File: src/sarc_pkg.sv
`timescale 1ns / 1ps
// ============================================================================
// sarc_pkg: shared types and constants of the summed-area rectangle counter
// Holds the field widths, the class codes, the register map, the controller
// states and the configuration bundle passed from the register file.
// ============================================================================
package sarc_pkg;

    // Width of one prefix entry and of one reported count.
    localparam int ENT_W = 21;
    // Width of a running row sum.
    localparam int SUM_W = 11;
    // Width of the size registers and of the rectangle coordinates.
    localparam int SIZE_W = 11;
    // Reset value of both size registers.
    localparam logic [SIZE_W-1:0] SIZE_RESET = 11'd1024;
    // One memory word packs the J, I and O prefix entries.
    localparam int WORD_W = 3 * ENT_W;

    // Register indexes, decoded from paddr[2].
    localparam logic REG_GRID_ROWS = 1'b0;
    localparam logic REG_GRID_COLS = 1'b1;

    // Load classes; the unused code counts as O.
    typedef enum logic [1:0] {
        KIND_J = 2'd0,
        KIND_I = 2'd1,
        KIND_O = 2'd2
    } kind_t;

    typedef enum logic [1:0] {
        ST_IDLE,
        ST_LOAD,
        ST_QUERY,
        ST_QFIN
    } state_t;

    // Configuration seen by the core.
    typedef struct packed {
        logic [SIZE_W-1:0] grid_rows;
        logic [SIZE_W-1:0] grid_cols;
        logic              restart;
    } cfg_t;

endpackage

File: src/sarc_cfg.sv
`timescale 1ns / 1ps
`default_nettype none
// ============================================================================
// sarc_cfg: configuration register file
// APB-style slave holding the grid size registers. Any write also restarts
// the loading of the grid.
// ============================================================================
module sarc_cfg
    import sarc_pkg::*;
(
    input  wire logic        clk,
    input  wire logic        rst_n,
    input  wire logic        psel,
    input  wire logic        penable,
    input  wire logic        pwrite,
    input  wire logic [2:0]  paddr,
    input  wire logic [31:0] pwdata,
    output logic [31:0]      prdata,
    output logic             pready,
    output cfg_t             cfg
);

    logic [SIZE_W-1:0] grid_rows_reg;
    logic [SIZE_W-1:0] grid_cols_reg;
    logic              wr_en;

    assign pready = 1'b1;
    assign wr_en  = psel && penable && pwrite;

    always_ff @(posedge clk or negedge rst_n)
    begin
        if (!rst_n)
        begin
            grid_rows_reg <= SIZE_RESET;
            grid_cols_reg <= SIZE_RESET;
        end
        else if (wr_en)
        begin
            if (paddr[2] == REG_GRID_ROWS)
            begin
                grid_rows_reg <= pwdata[SIZE_W-1:0];
            end
            else
            begin
                grid_cols_reg <= pwdata[SIZE_W-1:0];
            end
        end
    end

    always_comb
    begin
        if (paddr[2] == REG_GRID_COLS)
        begin
            prdata = {{(32-SIZE_W){1'b0}}, grid_cols_reg};
        end
        else
        begin
            prdata = {{(32-SIZE_W){1'b0}}, grid_rows_reg};
        end
    end

    assign cfg.grid_rows = grid_rows_reg;
    assign cfg.grid_cols = grid_cols_reg;
    assign cfg.restart   = wr_en;

endmodule
`default_nettype wire

File: config.mk
export PLATFORM = sky130hd
export DESIGN_NAME = sarc_cfg
export DESIGN_NICKNAME = d
export VERILOG_FILES = /design/src/sarc_pkg.sv /design/src/sarc_cfg.sv
export SDC_FILE = /design/constraint.sdc
export NUM_CORES = 1
export LEC_CHECK = 0
export BUFFER_PORTS_ARGS = -buffer_cell sky130_fd_sc_hd__clkbuf_2
export CAP_MARGIN = 15
export CELL_PAD_IN_SITES_DETAIL_PLACEMENT = 1
export CELL_PAD_IN_SITES_GLOBAL_PLACEMENT = 1
export CORE_AREA = 2 2 69 71
export DETAILED_ROUTE_END_ITERATION = 12
export DIE_AREA = 0 0 71 73
export HOLD_SLACK_MARGIN = 0.05
export PLACE_DENSITY = 0.75
export REMOVE_ABC_BUFFERS = 1
export SLEW_MARGIN = 20
export SYNTH_ARGS = -nofsm -noshare
export SYNTH_HDL_FRONTEND = slang
export SYNTH_SLANG_ARGS = --single-unit
File: constraint.sdc
create_clock -name clk -period 1.51 [get_ports clk]
set_clock_uncertainty 0.2 [all_clocks]
set_input_delay 0.302 -clock clk [delete_from_list [all_inputs] [get_ports clk]]
set_output_delay 0.302 -clock clk [all_outputs]
set_load 0.005 [all_outputs]
==> impl_metrics.env, run 1 <==
export IMPL_place_gp_congestion=0.614
export IMPL_criticalPathCategory="reg2out"
export IMPL_first_iter_violations=5
export IMPL_grt_max_degree=23
export IMPL_fin_nets=201
export IMPL_drive_gt1_share_pct=71.9
export IMPL_slew_headroom_pct=60.9
export IMPL_netlist_area_um2=1210
export IMPL_yosysTopAreaCell="dfrtp_1"
export IMPL_final_common_cell="clkbuf_2"
export IMPL_syn_to_final_growth_pct=42.5
export IMPL_start_kind="flop"
export IMPL_drc=0
export IMPL_final_cell_mix="46 x clkbuf_2, 22 x conb_1, 20 x dfrtp_1, 20 x buf_4, 17 x mux2_2"
export IMPL_drtPass1Iterations=2
export IMPL_clock_latency_ns=0.26
export IMPL_fp_row_count=25
export IMPL_synth_cells=86
export IMPL_die_y_um=73
export IMPL_finalHoldViolCount=0
export IMPL_ios=96
export IMPL_numCtsBuffers=3
export IMPL_r2r_end="grid_rows_reg[2]"
export IMPL_status="finished, violations left"
export IMPL_r2r_start="grid_rows_reg[2]"
export IMPL_violations="setup timing"
export IMPL_worst_slew_pin_transition_ns=0.586
export IMPL_crit_end="prdata[2]"
export IMPL_cpPeakStageDelay_ns=0.40
export IMPL_finalInstanceArea_um2=1730
export IMPL_cp_depth=2
export IMPL_drt_wirelength_per_cell_um=13.2
export IMPL_grt_ovfl_total=0
export IMPL_r2r_cells=3
export IMPL_p_per_area_nw_per_um2=1160
export IMPL_synthDistinctLibCells=11
export IMPL_grt_total_usage_pct=10.6
export IMPL_die_area_um2=5180
export IMPL_reg2reg_slack_ns=0.30
export IMPL_first_global_vias=861
export IMPL_critPathTopFamily="flip-flops"
export IMPL_ys_seq_elements=22
export IMPL_critPathArrivalTime_ns=1.04
export IMPL_drv_slew=0
export IMPL_start_util_pct=26.7
export IMPL_wirelength_mm=2.82
export IMPL_final_cells=214
export IMPL_yosys_warnings=0
export IMPL_dpl_cell_area_um2=1460
export IMPL_fin_crit_sh_pct=102
export IMPL_antenna_found_initial=0
export IMPL_clock_sinks=22
export IMPL_clk_path_buf_depth=2
export IMPL_crit_chain="mux2_4 -> clkbuf_2"
export IMPL_max_freq_mhz=650
export IMPL_cp_max_fo=2
export IMPL_setup_slack_ns=-0.0285
export IMPL_cp_slowest_cell="dfrtp_1"
export IMPL_grt_pass1_wl_mm=4.32
export IMPL_n_antenna_cell=0
export IMPL_ys_seq_area_share_pct=45.6
export IMPL_clk_pin_slew_worst_paths_ns=0.09
export IMPL_required_ns=1.01
export IMPL_ant_nets=0
export IMPL_cts_tree="built"
export IMPL_cts_root_buf="clkbuf_8"
export IMPL_startpoint="grid_rows_reg[2]"
export IMPL_ys_top_cells_by_area="dfrtp_1 41%, mux2_2 21%, buf_4 14%"
export IMPL_via_count=877
export IMPL_hp_class="in2reg"
export IMPL_dpl_hpwl_mm=1.93
export IMPL_finalCriticalPeriod_ns=1.54
export IMPL_finalPower_mw=2.01
export IMPL_rsz0062_at_grt="yes"
export IMPL_place_inst=188
export IMPL_holdWs_ns=0.0799
export IMPL_fillCellCount=521
export IMPL_end_kind="output pin"
export IMPL_cap_violations=0
export IMPL_setup_viol=12
export IMPL_core_area_um2=4540
export IMPL_p_leak_nw=0.956
export IMPL_critPathBufInv=1
export IMPL_port_buffers=50
export IMPL_synth_top_cell_area_share_pct=41.3
export IMPL_dp_slack_ns=-0.0617
export IMPL_cts_htree_levels=1
export IMPL_die_x_um=71
export IMPL_postSynthAreaPerCell_um2=14.1
export IMPL_ir_drop_uv=357
export IMPL_viasPerCell=4.10
[repair_timing]
action                                  4_1_cts  5_1_grt
gates resized for setup                       4        9
hold buffers                                  1        0
endpoints found under the setup margin       11       13
hold endpoints to repair                     20        0
buffers inserted                             18        3
[how the worst min path moves through the flow]
stage / from / end / slack [ns] / cells after the start
floorplan: rst_n / grid_cols_reg[0] / -0.19 / 0
global placement: rst_n / grid_rows_reg[1] / 0.12 / 1
detailed placement: rst_n / grid_rows_reg[1] / 0.13 / 1
CTS: pwdata[3] / grid_cols_reg[3] / 0.07 / 2
global route: pwdata[6] / grid_cols_reg[6] / 0.08 / 2
finish: pwdata[3] / grid_cols_reg[3] / 0.08 / 2
[where the power goes]
group | total, mW | switching (mW) | internal, mW
clock | 0.392 | 0.203 | 0.188
sequential | 0.805 | 0.0772 | 0.728
combinational | 0.815 | 0.271 | 0.544
[layout make-up]
cell class / count / area, um2 / share of cell area, %
clock buffer: 4 / 45.0 / 2.61
tap: 54 / 67.6 / 3.91
sequential: 22 / 553 / 32.0
multi-input combinational: 58 / 557 / 32.2
timing repair buffer: 76 / 505 / 29.3
[layer usage]
metal / wire length (um) / share of wire (%) / GRT usage (%) / vias to the layer above
li1: - / - / - / 396
met1: 1160 / 41 / 13.4 / 434
met2: 1480 / 52 / 19.3 / 47
met3: 183 / 6.5 / 1.93 / 0
met4: 0 / 0 / 1.89 / 0
met5: 0 / 0 / 0 / -
[through the flow]
| stage | util [%] | TNS, ns |
|---|---|---|
| 2_1_floorplan | - | 0 |
| 3_3_place_gp | 32.2 | -0.530 |
| 3_5_place_dp | 32.2 | -0.452 |
| 4_1_cts | 36.7 | -0.276 |
| 5_1_grt | 38.1 | -0.704 |
| 6_report | 38.1 | -0.193 |
[cell families (layout without fill, tap and decap cells)]
logic type,count (synthesis),in the layout,synth area share [%]
DFF,22,22,45.6
muxes,33,33,33.7
and+or+nand+nor,3,3,3.51
buffers and inverters,26,80,16.5
other,2,22,0.619
[synthesized netlist by cell type (all sizes together)]
| cell | n |
|---|---|
| mux2 | 33 |
| buf | 26 |
| dfrtp | 20 |
| conb | 2 |
| dfstp | 2 |
| and3 | 1 |
| nand4 | 1 |
| nand4b | 1 |
No activity file was read; power rests on OpenSTA's default activity.
==> inputs of run 2 (changes only) <==
CTS_BUF_LIST = sky130_fd_sc_hd__clkbuf_8 sky130_fd_sc_hd__clkbuf_16   (was not set)
CTS_CLUSTER_SIZE = 40   (was not set)
==> run 2 against run 1 <==
  * The run still ends with setup timing left
  * Sequential power barely moved
  * Clock-buffer cell count decreased by 1
  * Sequential cell count unchanged
  * Design area grew 0.36%
  * Via count fell by 0.57%
  * Critical endpoint unchanged
  * Die area is the same
  * Clock power shrank 3%
  * Utilization rose by 0.14 points
  * Maximum frequency is essentially flat
  * Critical path type unchanged
  * Sequential share of layout area down 0.12 points
  * Wire length stayed put
  * Hold slack hardly changed
==> impl_metrics.env, run 2 (synthesized netlist as in run 1, its figures left out) <==
export IMPL_status="finished, violations left"
export IMPL_violations="setup timing"
export IMPL_final_cell_mix="46 x clkbuf_2, 22 x conb_1, 20 x dfrtp_1, 20 x buf_4, 17 x mux2_2"
export IMPL_drive_gt1_share_pct=71.9
export IMPL_die_x_um=71
export IMPL_fin_nets=201
export IMPL_hp_class="in2reg"
export IMPL_ios=96
export IMPL_cap_violations=0
export IMPL_clock_sinks=22
export IMPL_dp_slack_ns=-0.0617
export IMPL_grt_pass1_wl_mm=4.33
export IMPL_dpl_hpwl_mm=1.93
export IMPL_rsz0062_at_grt="yes"
export IMPL_port_buffers=50
export IMPL_comb_power_share_pct=40.8
export IMPL_ant_nets=0
export IMPL_first_iter_violations=5
export IMPL_via_count=872
export IMPL_die_area_um2=5180
export IMPL_cpPeakStageDelay_ns=0.40
export IMPL_drtPass1Iterations=3
export IMPL_clkPwrFrac_pct=19.0
export IMPL_swShare_pct=27.4
export IMPL_max_freq_mhz=650
export IMPL_critPathArrivalTime_ns=1.04
export IMPL_r2r_cells=3
export IMPL_wirelength_mm=2.82
export IMPL_fin_crit_sh_pct=102
export IMPL_hold_start="pwdata[3]"
export IMPL_viasPerCell=4.07
export IMPL_ir_drop_uv=352
export IMPL_setup_viol=11
export IMPL_clk_pin_slew_worst_paths_ns=0.09
export IMPL_start_kind="flop"
export IMPL_core_area_um2=4540
export IMPL_startpoint="grid_rows_reg[2]"
export IMPL_setup_tns_ns=-0.173
export IMPL_finalCriticalPeriod_ns=1.54
export IMPL_p_leak_nw=0.963
export IMPL_finalHoldViolCount=0
export IMPL_cts_root_buf="clkbuf_8"
export IMPL_antenna_found_initial=0
export IMPL_clock_latency_ns=0.26
export IMPL_pwr_share_seq_pct=40.2
export IMPL_grt_ovfl_total=0
export IMPL_cts_htree_levels=1
export IMPL_clk_path_buf_depth=2
export IMPL_n_antenna_cell=0
export IMPL_die_y_um=73
export IMPL_worst_slew_pin_transition_ns=0.584
export IMPL_place_gp_congestion=0.614
export IMPL_drt_wirelength_per_cell_um=13.2
export IMPL_r2r_start="grid_rows_reg[2]"
export IMPL_syn_to_final_growth_pct=43.0
export IMPL_cp_slowest_cell="dfrtp_1"
export IMPL_power_internal_mw=1.45
export IMPL_end_kind="output pin"
export IMPL_first_global_vias=862
export IMPL_p_per_area_nw_per_um2=1150
export IMPL_crit_chain="mux2_4 -> clkbuf_2"
export IMPL_min_path_cells=2
export IMPL_criticalPathCategory="reg2out"
export IMPL_switchingPower_mw=0.548
export IMPL_setup_slack_ns=-0.0288
export IMPL_drv_slew=0
export IMPL_final_common_cell="clkbuf_2"
export IMPL_fp_row_count=25
export IMPL_cp_max_fo=2
export IMPL_cts_tree="built"
export IMPL_drc=0
export IMPL_grt_max_degree=23
export IMPL_slew_headroom_pct=61.0
export IMPL_start_util_pct=26.7
export IMPL_numCtsBuffers=3
export IMPL_required_ns=1.01
export IMPL_grt_total_usage_pct=10.7
## run 2: changes by cell type in the layout (fill, tap and decap cells not counted)
cell      before  now
clkbuf_8       3    4
clkbuf_4       1    0
inv_1          0    1
clkbuf_1       1    0
## run 2: power groups by stage
stage / Sequential, mW / Clock [mW] / Combinational [mW]
final: 0.805 / 0.380 / 0.818
after global routing: 0.828 / 0.417 / 0.889
after CTS: 0.801 / 0.395 / 0.752
after detailed placement: 0.837 / 0 / 0.555
after global placement: 0.833 / 0 / 0.536
after floorplan: 0.832 / 0 / 0.256
## run 2: repair_timing
item	CTS	global route
resized for setup	5	9
hold endpoints to repair	20	0
setup buffers	18	3
hold buffers	1	0
endpoints found under the setup margin	11	13
cloned	0	0
## run 2: layout make-up
class                           instances  area [um2]
Tap cell                               54        67.6
Clock inverter                          1        3.75
Fill cell                             520        2800
Timing Repair Buffer                   76         512
Clock buffer                            3        41.3
Sequential cell                        22         553
Multi-Input combinational cell         58         557
## run 2: worst max-delay path, delay by kind of cell, from the launching register on
| family | cells | cell delay, ns |
|---|---|---|
| buffers and inverters | 1 | 0.11 |
| muxes | 1 | 0.28 |
| DFF | 1 | 0.40 |
## run 2: metrics by stage
step                area, um2  hold WS (ns)  utilization, %  total power [mW]  instances
floorplan                1090        -0.194               -              1.09         80
global placement         1460         0.122            32.2              1.37        188
detailed placement       1460         0.131            32.2              1.39        188
CTS                      1670        0.0740            36.8              1.95        211
global route             1730        0.0779            38.2              2.13        214
finish                   1730        0.0798            38.2              2.00        214
## run 2: final timing paths
path,to,slack [ns]
worst max-delay path,prdata[2],-0.03
max in group asynchronous,grid_cols_reg[5],0.35
worst max register to register,grid_rows_reg[2],0.31
worst min register to register,grid_rows_reg[0],0.34
min in group asynchronous,grid_cols_reg[3],0.37
worst min-delay path,grid_cols_reg[3],0.08
## run 2: per-layer routing
layer | global-route usage (%) | share of wire, % | up-vias
met3 | 1.93 | 6.5 | 0
met4 | 1.89 | 0 | 0
met2 | 19.3 | 52 | 47
met5 | 0 | 0 | -
met1 | 13.5 | 41 | 430
li1 | - | - | 395
